==> config.mk <==
export PLATFORM = sky130hd
export DESIGN_NAME = control_line_pulse_controller_core
export DESIGN_NICKNAME = d
export VERILOG_FILES = /design/src/rtl/clpc_pkg.sv /design/src/rtl/clpc_ctrl.sv /design/src/rtl/clpc_dp.sv /design/src/rtl/control_line_pulse_controller_core.sv
export SDC_FILE = /design/constraint.sdc
export NUM_CORES = 1
export LEC_CHECK = 0
export BUFFER_PORTS_ARGS = -buffer_cell sky130_fd_sc_hd__buf_2
export CELL_PAD_IN_SITES_DETAIL_PLACEMENT = 0
export CELL_PAD_IN_SITES_GLOBAL_PLACEMENT = 1
export CORE_ASPECT_RATIO = 1.2
export CORE_MARGIN = 5
export CORE_UTILIZATION = 34
export DETAILED_ROUTE_END_ITERATION = 16
export HOLD_SLACK_MARGIN = 0.1
export PLACE_DENSITY_LB_ADDON = 0.1
export SETUP_SLACK_MARGIN = 0.5
export SYNTH_ARGS = -nofsm -noshare
export SYNTH_HDL_FRONTEND = slang
export SYNTH_SLANG_ARGS = --single-unit
==> constraint.sdc <==
create_clock -name clk -period 7.49 [get_ports clk]
set_clock_uncertainty 0.15 [all_clocks]
set_input_delay 1.1235 -clock clk [delete_from_list [all_inputs] [get_ports clk]]
set_output_delay 1.1235 -clock clk [all_outputs]
set_load 0.1 [all_outputs]
==> src/rtl/clpc_pkg.sv <==
// Shared types and constants of the control line pulse controller.
package clpc_pkg;

    localparam int LINES     = 8;
    localparam int LINE_W    = 3;
    localparam int PIN_W     = 8;
    localparam int PULSE_MIN = 1;
    localparam int PULSE_MAX = 10000;
    localparam int US_PER_MS = 1000;
    localparam int PLEN_W    = 26;

    typedef enum logic [2:0] {
        CMD_CONFIG = 3'd0,
        CMD_SET    = 3'd1,
        CMD_PULSE  = 3'd2,
        CMD_POLL   = 3'd3,
        CMD_SAFE   = 3'd4,
        CMD_EPOCH  = 3'd5
    } cmd_t;

    typedef enum logic [2:0] {
        ST_OK      = 3'd0,
        ST_INVALID = 3'd1,
        ST_NOCFG   = 3'd2,
        ST_FAULT   = 3'd3,
        ST_PENDING = 3'd4,
        ST_NONE    = 3'd5,
        ST_DONE    = 3'd6
    } status_t;

    typedef enum logic [1:0] {
        DRV_LOW  = 2'd0,
        DRV_HIGH = 2'd1,
        DRV_HIZ  = 2'd2
    } drv_t;

    // Per-line attributes; the configured flag is kept apart as a bit vector.
    typedef struct packed {
        logic pp;
        logic act;
        logic idle;
    } line_attr_t;

    typedef struct packed {
        logic capture;
        logic exec;
    } clpc_ctl_t;

endpackage

==> src/rtl/clpc_ctrl.sv <==
// Sequencer: capture a command word, execute it, hand the result to the output register.
module clpc_ctrl (
    input  logic                 clk,
    input  logic                 rst_n,
    input  logic                 req_valid,
    output logic                 req_ready,
    output logic                 rsp_valid,
    input  logic                 rsp_ready,
    output clpc_pkg::clpc_ctl_t  ctl
);
    import clpc_pkg::*;

    typedef enum logic {
        S_IDLE,
        S_EXEC
    } state_t;

    state_t state_reg, state_next;
    logic   rsp_valid_reg, rsp_valid_next;

    always_comb
    begin
        ctl.capture    = (state_reg == S_IDLE) && req_valid;
        ctl.exec       = (state_reg == S_EXEC) && (!rsp_valid_reg || rsp_ready);
        state_next     = state_reg;
        rsp_valid_next = rsp_valid_reg && !rsp_ready;
        case (state_reg)
            S_IDLE:
            begin
                if (ctl.capture)
                    state_next = S_EXEC;
            end
            S_EXEC:
            begin
                if (ctl.exec)
                begin
                    state_next     = S_IDLE;
                    rsp_valid_next = 1'b1;
                end
            end
            default:
                state_next = S_IDLE;
        endcase
    end

    always_ff @(posedge clk or negedge rst_n)
    begin
        if (!rst_n)
        begin
            state_reg     <= S_IDLE;
            rsp_valid_reg <= 1'b0;
        end
        else
        begin
            state_reg     <= state_next;
            rsp_valid_reg <= rsp_valid_next;
        end
    end

    assign req_ready = (state_reg == S_IDLE);
    assign rsp_valid = rsp_valid_reg;

endmodule

==> src/rtl/clpc_dp.sv <==
// Datapath: captured command, line state, pulse timer and result register.
module clpc_dp (
    input  logic                         clk,
    input  logic                         rst_n,
    input  clpc_pkg::clpc_ctl_t          ctl,
    input  logic [2:0]                   cmd,
    input  logic [7:0]                   channel,
    input  logic [1:0]                   mode,
    input  logic [1:0]                   act_level,
    input  logic                         rest_level_set,
    input  logic [1:0]                   rest_level,
    input  logic [1:0]                   target_state,
    input  logic [15:0]                  pulse_width_ms,
    input  logic [63:0]                  now_us,
    input  logic                         port_fault,
    output logic [2:0]                   status,
    output logic [clpc_pkg::PIN_W-1:0]   pin_enable,
    output logic [clpc_pkg::PIN_W-1:0]   pin_data,
    output logic                         line_configured,
    output logic                         pulse_running
);
    import clpc_pkg::*;

    typedef struct packed {
        logic [PIN_W-1:0] en;
        logic [PIN_W-1:0] dat;
        logic             ok;
    } drive_res_t;

    // Captured command word
    logic [2:0]  cmd_reg;
    logic [7:0]  ch_reg;
    logic [1:0]  mode_reg;
    logic [1:0]  act_reg;
    logic        has_idle_reg;
    logic [1:0]  idle_reg;
    logic [1:0]  tgt_reg;
    logic [15:0] pms_reg;
    logic [63:0] now_reg;
    logic        fault_reg;

    // Line and pulse state
    line_attr_t           attr_reg [LINES];
    logic [LINES-1:0]     on_reg, on_next;
    logic [PIN_W-1:0]     en_reg, en_next;
    logic [PIN_W-1:0]     dat_reg, dat_next;
    logic                 busy_reg, busy_next;
    logic [LINE_W-1:0]    pline_reg, pline_next;
    logic [63:0]          pstart_reg, pstart_next;
    logic [PLEN_W-1:0]    plen_reg, plen_next;

    // Result register
    status_t              status_reg, status_next;
    logic                 lcfg_reg, lcfg_next;

    logic                 ch_ok;
    logic [LINE_W-1:0]    ln;
    logic [LINE_W-1:0]    rd_idx;
    line_attr_t           rd_attr;
    logic                 rd_on;
    line_attr_t           new_attr;
    logic                 attr_we;
    logic                 cfg_ok;
    logic                 pms_ok;
    logic [63:0]          elapsed;
    drive_res_t           drv_res;

    function automatic drive_res_t drive_line(input logic [PIN_W-1:0] en,
                                              input logic [PIN_W-1:0] dat,
                                              input logic [LINE_W-1:0] idx,
                                              input drv_t drv,
                                              input logic fault);
        drive_res_t r;
        r.en      = en;
        r.dat     = dat;
        r.en[idx] = 1'b0;
        r.ok      = !fault;
        if (!fault)
        begin
            r.dat[idx] = (drv == DRV_HIGH);
            if (drv != DRV_HIZ)
                r.en[idx] = 1'b1;
        end
        return r;
    endfunction

    function automatic drv_t drive_for(input line_attr_t a, input logic active);
        drv_t d;
        logic lvl;
        lvl = active ? a.act : a.idle;
        if (!a.pp && !active)
            d = DRV_HIZ;
        else
            d = lvl ? DRV_HIGH : DRV_LOW;
        return d;
    endfunction

    always_ff @(posedge clk)
    begin
        if (ctl.capture)
        begin
            cmd_reg      <= cmd;
            ch_reg       <= channel;
            mode_reg     <= mode;
            act_reg      <= act_level;
            has_idle_reg <= rest_level_set;
            idle_reg     <= rest_level;
            tgt_reg      <= target_state;
            pms_reg      <= pulse_width_ms;
            now_reg      <= now_us;
            fault_reg    <= port_fault;
        end
        if (ctl.exec)
        begin
            status_reg <= status_next;
            lcfg_reg   <= lcfg_next;
        end
    end

    always_comb
    begin
        ch_ok   = ch_reg < 8'(LINES);
        ln      = ch_ok ? ch_reg[LINE_W-1:0] : '0;
        rd_idx  = (cmd_reg == CMD_POLL) ? pline_reg : ln;
        rd_attr = attr_reg[rd_idx];
        rd_on   = on_reg[rd_idx];

        new_attr.pp   = (mode_reg == 2'd1);
        new_attr.act  = act_reg[0];
        new_attr.idle = (mode_reg == 2'd1) ? idle_reg[0] : 1'b0;

        if (act_reg > 2'd1)
            cfg_ok = 1'b0;
        else if (mode_reg == 2'd0)
            cfg_ok = (act_reg == 2'd0) && !has_idle_reg;
        else if (mode_reg != 2'd1 || !has_idle_reg || idle_reg > 2'd1)
            cfg_ok = 1'b0;
        else
            cfg_ok = (act_reg != idle_reg);

        pms_ok  = (pms_reg >= 16'(PULSE_MIN)) && (pms_reg <= 16'(PULSE_MAX));
        elapsed = now_reg - pstart_reg;

        drv_res     = '0;
        on_next     = on_reg;
        en_next     = en_reg;
        dat_next    = dat_reg;
        busy_next   = busy_reg;
        pline_next  = pline_reg;
        pstart_next = pstart_reg;
        plen_next   = plen_reg;
        attr_we     = 1'b0;
        status_next = ST_INVALID;

        case (cmd_reg)
            CMD_CONFIG:
            begin
                if (ch_ok && cfg_ok)
                begin
                    drv_res = drive_line(en_reg, dat_reg, ln, drive_for(new_attr, 1'b0),
                                         fault_reg);
                    en_next  = drv_res.en;
                    dat_next = drv_res.dat;
                    if (drv_res.ok)
                    begin
                        attr_we     = 1'b1;
                        on_next[ln] = 1'b1;
                        status_next = ST_OK;
                    end
                    else
                        status_next = ST_FAULT;
                end
            end
            CMD_SET:
            begin
                if (ch_ok && tgt_reg <= 2'd1)
                begin
                    if (!rd_on)
                        status_next = ST_NOCFG;
                    else
                    begin
                        drv_res = drive_line(en_reg, dat_reg, ln,
                                             drive_for(rd_attr, tgt_reg == 2'd1), fault_reg);
                        en_next     = drv_res.en;
                        dat_next    = drv_res.dat;
                        status_next = drv_res.ok ? ST_OK : ST_FAULT;
                    end
                end
            end
            CMD_PULSE:
            begin
                if (ch_ok && pms_ok)
                begin
                    if (!rd_on)
                        status_next = ST_NOCFG;
                    else
                    begin
                        drv_res = drive_line(en_reg, dat_reg, ln, drive_for(rd_attr, 1'b1),
                                             fault_reg);
                        en_next  = drv_res.en;
                        dat_next = drv_res.dat;
                        if (drv_res.ok)
                        begin
                            busy_next   = 1'b1;
                            pline_next  = ln;
                            pstart_next = now_reg;
                            plen_next   = PLEN_W'(pms_reg) * PLEN_W'(US_PER_MS);
                            status_next = ST_PENDING;
                        end
                        else
                            status_next = ST_FAULT;
                    end
                end
            end
            CMD_POLL:
            begin
                if (!busy_reg || elapsed < 64'(plen_reg))
                    status_next = ST_NONE;
                else
                begin
                    busy_next = 1'b0;
                    drv_res = drive_line(en_reg, dat_reg, pline_reg,
                                         drive_for(rd_attr, 1'b0), fault_reg);
                    en_next     = drv_res.en;
                    dat_next    = drv_res.dat;
                    status_next = drv_res.ok ? ST_DONE : ST_FAULT;
                end
            end
            CMD_SAFE:
            begin
                if (ch_ok)
                begin
                    if (busy_reg && pline_reg == ln)
                        busy_next = 1'b0;
                    drv_res = drive_line(en_reg, dat_reg, ln, DRV_HIZ, fault_reg);
                    en_next     = drv_res.en;
                    dat_next    = drv_res.dat;
                    status_next = drv_res.ok ? ST_OK : ST_FAULT;
                end
            end
            CMD_EPOCH:
            begin
                busy_next   = 1'b0;
                on_next     = '0;
                en_next     = '0;
                dat_next    = fault_reg ? dat_reg : '0;
                status_next = fault_reg ? ST_FAULT : ST_OK;
            end
            default:
                status_next = ST_INVALID;
        endcase

        lcfg_next = ch_ok && on_next[ln];
    end

    always_ff @(posedge clk or negedge rst_n)
    begin
        if (!rst_n)
        begin
            on_reg     <= '0;
            en_reg     <= '0;
            dat_reg    <= '0;
            busy_reg   <= 1'b0;
            pline_reg  <= '0;
            pstart_reg <= '0;
            plen_reg   <= '0;
            for (int i = 0; i < LINES; i++)
                attr_reg[i] <= '0;
        end
        else if (ctl.exec)
        begin
            on_reg     <= on_next;
            en_reg     <= en_next;
            dat_reg    <= dat_next;
            busy_reg   <= busy_next;
            pline_reg  <= pline_next;
            pstart_reg <= pstart_next;
            plen_reg   <= plen_next;
            if (attr_we)
                attr_reg[ln] <= new_attr;
        end
    end

    // The pin registers already hold the state after the last executed word.
    assign status          = status_reg;
    assign pin_enable      = en_reg;
    assign pin_data        = dat_reg;
    assign line_configured = lcfg_reg;
    assign pulse_running   = busy_reg;

endmodule

==> src/rtl/control_line_pulse_controller_core.sv <==
// Top level of the control line pulse controller: sequencer plus datapath.
//
//   channel   handshake             payload
//   --------  --------------------  -----------------------------------------------
//   request   req_valid/req_ready   cmd channel mode act_level rest_level_set
//                                   rest_level target_state pulse_width_ms now_us
//                                   port_fault
//   response  rsp_valid/rsp_ready   status pin_enable pin_data line_configured
//                                   pulse_running
//
// Each word is captured in the idle state, then executed against the line and pulse
// registers in the execute state; the sequencer runs one word at a time.
// A result waiting in the output register holds the execute step; the next word is
// still captured while it waits.
// Reset is asynchronous, active low, and clears all line, pin and pulse state at once;
// there is no clearing pass.
// Pulse expiry compares the 64-bit wrap-around elapsed time against the stored length.
module control_line_pulse_controller_core (
    input  logic                         clk,
    input  logic                         rst_n,
    input  logic                         req_valid,
    output logic                         req_ready,
    input  logic [2:0]                   cmd,
    input  logic [7:0]                   channel,
    input  logic [1:0]                   mode,
    input  logic [1:0]                   act_level,
    input  logic                         rest_level_set,
    input  logic [1:0]                   rest_level,
    input  logic [1:0]                   target_state,
    input  logic [15:0]                  pulse_width_ms,
    input  logic [63:0]                  now_us,
    input  logic                         port_fault,
    output logic                         rsp_valid,
    input  logic                         rsp_ready,
    output logic [2:0]                   status,
    output logic [clpc_pkg::PIN_W-1:0]   pin_enable,
    output logic [clpc_pkg::PIN_W-1:0]   pin_data,
    output logic                         line_configured,
    output logic                         pulse_running
);
    import clpc_pkg::*;

    clpc_ctl_t ctl;

    // Sequence capture and execute; own the response valid flag.
    clpc_ctrl u_ctrl (
        .clk       (clk),
        .rst_n     (rst_n),
        .req_valid (req_valid),
        .req_ready (req_ready),
        .rsp_valid (rsp_valid),
        .rsp_ready (rsp_ready),
        .ctl       (ctl)
    );

    // Hold the line configuration, pin bits and pulse timer; build each result.
    clpc_dp u_dp (
        .clk             (clk),
        .rst_n           (rst_n),
        .ctl             (ctl),
        .cmd             (cmd),
        .channel         (channel),
        .mode            (mode),
        .act_level       (act_level),
        .rest_level_set  (rest_level_set),
        .rest_level      (rest_level),
        .target_state    (target_state),
        .pulse_width_ms  (pulse_width_ms),
        .now_us          (now_us),
        .port_fault      (port_fault),
        .status          (status),
        .pin_enable      (pin_enable),
        .pin_data        (pin_data),
        .line_configured (line_configured),
        .pulse_running   (pulse_running)
    );

endmodule

== Word level (Yosys, flattened, before mapping) ==
Cells that the tools add are included.

* Add/subtract/negate cells: 1
* Multiply operators: 1
* Divide/modulo/power cells: 0
* $lt $le $gt $ge: 15
* Equal/unequal tests: 32
* Shift operators: 0
* Muxes and demuxes: 97
* Bitwise operators: 12
* Reductions and logical operators: 34

{| class="wikitable"
|+ Operators with widths
! operator !! count
|-
| $mux 8 || 22
|-
| $pmux 8 s6 || 2
|-
| $lt 64x26->1 || 1
|-
| $mux 16 || 4
|-
| $sub 64x64->64 || 1
|-
| $mux 3 || 14
|-
| $bwmux 8 || 4
|-
| $mux 2 || 14
|-
| $mux 1 || 26
|-
| $and 8x8->8 || 3
|-
| $bwmux 24 || 1
|-
| $or 8x8->8 || 3
|-
| $mul 16x7->23 const B || 1
|-
| $ne 2x2->1 const B || 11
|-
| $pmux 3 s6 || 1
|-
| $ge 16x1->1 const B || 1
|-
| $le 16x14->1 const B || 1
|-
| $ne 2x1->1 const B || 8
|-
| $not 8->8 || 2
|-
| $pmux 8 s2 || 1
|-
| $reduce_and 15->1 || 1
|-
| $logic_and 1x1->1 || 14
|-
| $eq 2x1->1 const B || 6
|-
| $lt 3x4->1 const B || 3
|-
| 29 further kinds || 47
|}

* Bits in registers: 246
* Bits in latches: 0
* Bits in writable memories: 0
* ROM bits: 0
* Memories kept: 0

== Longest topological paths before layout ==
* Depth after elaboration: 19
* Depth in mapped cells: 25
* Mapped depth without buffers: 23

== Modules after synthesis ==
A second synthesis with hierarchy kept.

* Cell total of the unflattened synthesis: 1985
* Area total of the unflattened synthesis: 18057.3 µm²

{| class="wikitable"
|+ Modules (own cells, without submodules)
! module !! instances !! cells each !! area each (µm²) !! seq. area each (µm²)
|-
| clpc_dp || 1 || 1977 || 17968.5 || 6631.4
|-
| clpc_ctrl || 1 || 8 || 88.8 || 50.0
|}

== Least setup slack after synthesis ==
No wires, ideal clock.

* Kind: input -> register
* From: input port req_valid
* To: register u_dp.act_reg[0] (enable)
* Library setup time: 0.575 ns
* Arrival time: 5.540 ns
* Data required time: 6.765 ns
* Setup slack: 1.224 ns
* Stages on the path: 1
* Buffers on the path: 0
* Path through: nor2b_1

* Cells in the longest elaborated chain, start to end: 1

{| class="wikitable"
|+ Ends and longest elaborated chain
! element !! RTL line !! text
|-
| start, declared || control_line_pulse_controller_core.sv:21 || <nowiki>input logic req_valid,</nowiki>
|-
| $logic_and 1x1->1 || clpc_ctrl.sv:23 || <nowiki>ctl.capture = (state_reg == S_IDLE) && req_valid;</nowiki>
|-
| end signal, assigned || clpc_dp.sv:105 || <nowiki>act_reg <= act_level;</nowiki>
|-
| end, declared || clpc_dp.sv:34 || <nowiki>logic [1:0] act_reg;</nowiki>
|}

No other way between the ends.
A chain may end at the register's enable or synchronous reset.

==> out/qor.txt <==
PortBufs - 127
clk_lat worst skew - 600 ps
Final Wtd Congestion - 0.882
Die Height - 265 microns
Core Area - 0.0538 sq mm
Lkg Pwr - 9.13 nW
Post-Route WL - 56,500 microns
IO Count - 128
final hold violations - 0
Syn Inst Count - 1,996
Post-route DRC - 0
total global routing overflow - 0
Seq/Total Area, Yosys - 36.1%
first-pass GRT wire length - 89,100 microns
# H-tree levels - 1
worst-path cell chain - ha_1, nand2_1, o211a_1, a211oi_1, a211o_2, a21oi_2, o31ai_1, a21oi_1, xnor2_1, ha_1, a21o_1, nor4_2, o31ai_1, or4_4, nor4_2, nand4_1, or4_1, nor4_1, nand4_1, nor4b_4, buf_4, a211oi_1, mux2_2
Non-Filler Instances - 2,822
Initial Util - 34.4%
vias in the first global route - 15,400
FP Rows - 93
ratio of cells with drive above 1 in the final layout - 12.9%
Clock Sinks - 246
DP HPWL - 43,900 microns
RSZ-0062 raised after global routing - false
critical path launch point type - register
DRT antenna net count - 0
crit-path max FO - 8
# diodes - 0
most frequent cells in the layout - nand2_1 (246), o21ai_0 (167), ha_1 (154), dfrtp_1 (141), nor2_1 (134)
WP data arrival - 6720 ps
Vias - 15,200
EDFF count, synth - 105
DR iter-0 viols - 922
largest net degree at the start of global routing - 97
CTS tree - yes
clock root buffer master - clkbuf_16
VDD IR max - 0.171 mV
async set-reset flop share out of synthesis - 57.3%
worst hold path class - register to register
Yosys reg bits - 246
CTS Buf Count - 30
Ys Warns - 0
syn_nets - 2,309
Synth top area share - 19.1%
crit path max-delay cell type - or4_4
Tot GR Track Use - 18.6%
Cell variety after synth - 101
Final setup viols - 0
Worst Setup End Kind - register
f_max - 0.157 GHz
ys flop type - dfrtp_1
initial antenna violation count - 0
status - complete, no violations
crit path kind - register to register
1st-pass router iterations - 5
most common cell after layout, fill and taps aside - nand2_1
Routed wire per std cell - 20.0 microns
number of max-cap violations - 0
synthesis-to-layout area growth - 12.8%
Netlist Area Pre-Place - 0.0185 sq mm
final period utilization - 85.3%
largest area contributor in the netlist - dfrtp_1
Final Net Count - 2,399
Avg Cell Area, Syn - 9.27 sq um
Crit path largest cell delay - 540 ps
Pins Over Slew Limit - 0
hold_buf cts - 0
Max transition margin - 8.65%
DIE WIDTH - 223 microns
die area - 0.0592 sq mm
clock buffer depth - 3
Worst-Margin Slew - 1360 ps
top cells by area, synth - dfrtp_1 (19%), edfxtp_1 (17%), ha_1 (10%)
Power Dens Cells - 244 mW/mm^2
Setup TNS Final - 0 ps
clk slew on worst S/H paths - 60 ps
vias per cell - 5.38
critical path required time - 7820 ps
Placed Instances - 2,763
crit path time final - 6390 ps
post-CTS sizing - 0
where the power goes:
group / switching, mW / leakage (nW) / total [mW] / internal, mW
Clock: 0.626 / 0.537 / 1.63 / 1.00
Combinational: 1.16 / 6.03 / 1.87 / 0.715
Sequential: 0.0983 / 2.57 / 1.60 / 1.50
cell usage after synthesis (9+ instances only):
master / number
ha_1: 154
nand2_1: 246
nor2_1: 134
a21o_1: 35
fa_1: 54
edfxtp_1: 105
clkbuf_1: 54
nand4_1: 34
a2111oi_0: 10
a21oi_1: 131
nand3_1: 41
o21a_1: 18
o22ai_1: 15
nand2b_1: 16
o21ai_0: 167
or3_1: 11
mux2_2: 34
nor2b_1: 15
xor2_1: 21
xnor2_1: 35
o211ai_1: 9
o31ai_1: 14
o21bai_1: 13
and2_1: 15
inv_1: 131
nor3_1: 54
dfrtp_1: 141
mux2i_1: 32
a31oi_1: 22
o41ai_1: 11
a211oi_1: 26
nor4_1: 13
buf_2: 16
a22oi_1: 10
final timing paths:
check	from	slack [ps]	to	depth (start not counted)
setup / recovery	u_dp.now_reg[8]	1100	register	23
hold / removal	u_dp.pstart_reg[0]	320	u_dp.pstart_reg[0]	2
setup reg to reg	u_dp.now_reg[8]	1100	register	23
hold reg to reg	u_dp.pstart_reg[0]	320	u_dp.pstart_reg[0]	2
max in group asynchronous	rst_n	5410	u_dp.pstart_reg[40]	2
min in group asynchronous	rst_n	450	u_dp.on_reg[1]	1
area by class of cell:
type,instances,area (sq um)
inverter,132,495
tap,712,891
clock buffer,35,790
sequential,246,6680
clock inverter,21,320
multi-input combinational,1535,10900
timing repair buffer,141,747
fill,5465,32900
worst max-delay path, delay by kind of cell (launching register included):
family | cells | cell delay, ps
adder cells (fa/ha/maj) | 2 | 700
multiplexers | 1 | 300
XOR/XNOR | 1 | 160
flip-flops | 1 | 390
buffers and inverters | 1 | 250
AO/OA/AOI/OAI | 9 | 1840
AND/OR/NAND/NOR | 9 | 2470
layer usage:
| metal | track usage [%] | wire length [microns] | up-vias |
|---|---|---|---|
| li1 | - | - | 7423 |
| met5 | 0 | 0 | - |
| met1 | 24.8 | 25200 | 7379 |
| met4 | 4.57 | 1350 | 0 |
| met3 | 2.17 | 2190 | 76 |
| met2 | 32.5 | 27700 | 318 |
what timing repair did:
action	4_1_cts	5_1_grt
setup endpoints to repair	0	16
hold endpoints to repair	0	0
setup buffers	0	3
metrics by stage:
step | total power, mW | area, sq um | util [%] | setup WS [ps] | hold slack, ps
global placement | 3.51 | 19700 | 36.7 | 831 | 306
finish | 5.09 | 20900 | 38.8 | 1100 | 318
floorplan | 3.08 | 18500 | - | 1220 | 288
global route | 5.48 | 20900 | 38.8 | 674 | 361
detailed placement | 3.51 | 19700 | 36.7 | 761 | 313
CTS | 5.19 | 20800 | 38.8 | 700 | 328
kinds of logic after synthesis:
group / Yosys count / synth area share [%]
muxes: 69 / 4.13
DFF: 246 / 36.1
buffers and inverters: 215 / 4.74
and+or+nand+nor: 641 / 16.6
xor gates and xnor gates: 56 / 2.65
AOI/OAI and AO/OA: 561 / 19.5
adders and majority gates: 208 / 16.3
(Power assumes the default switching activity.)
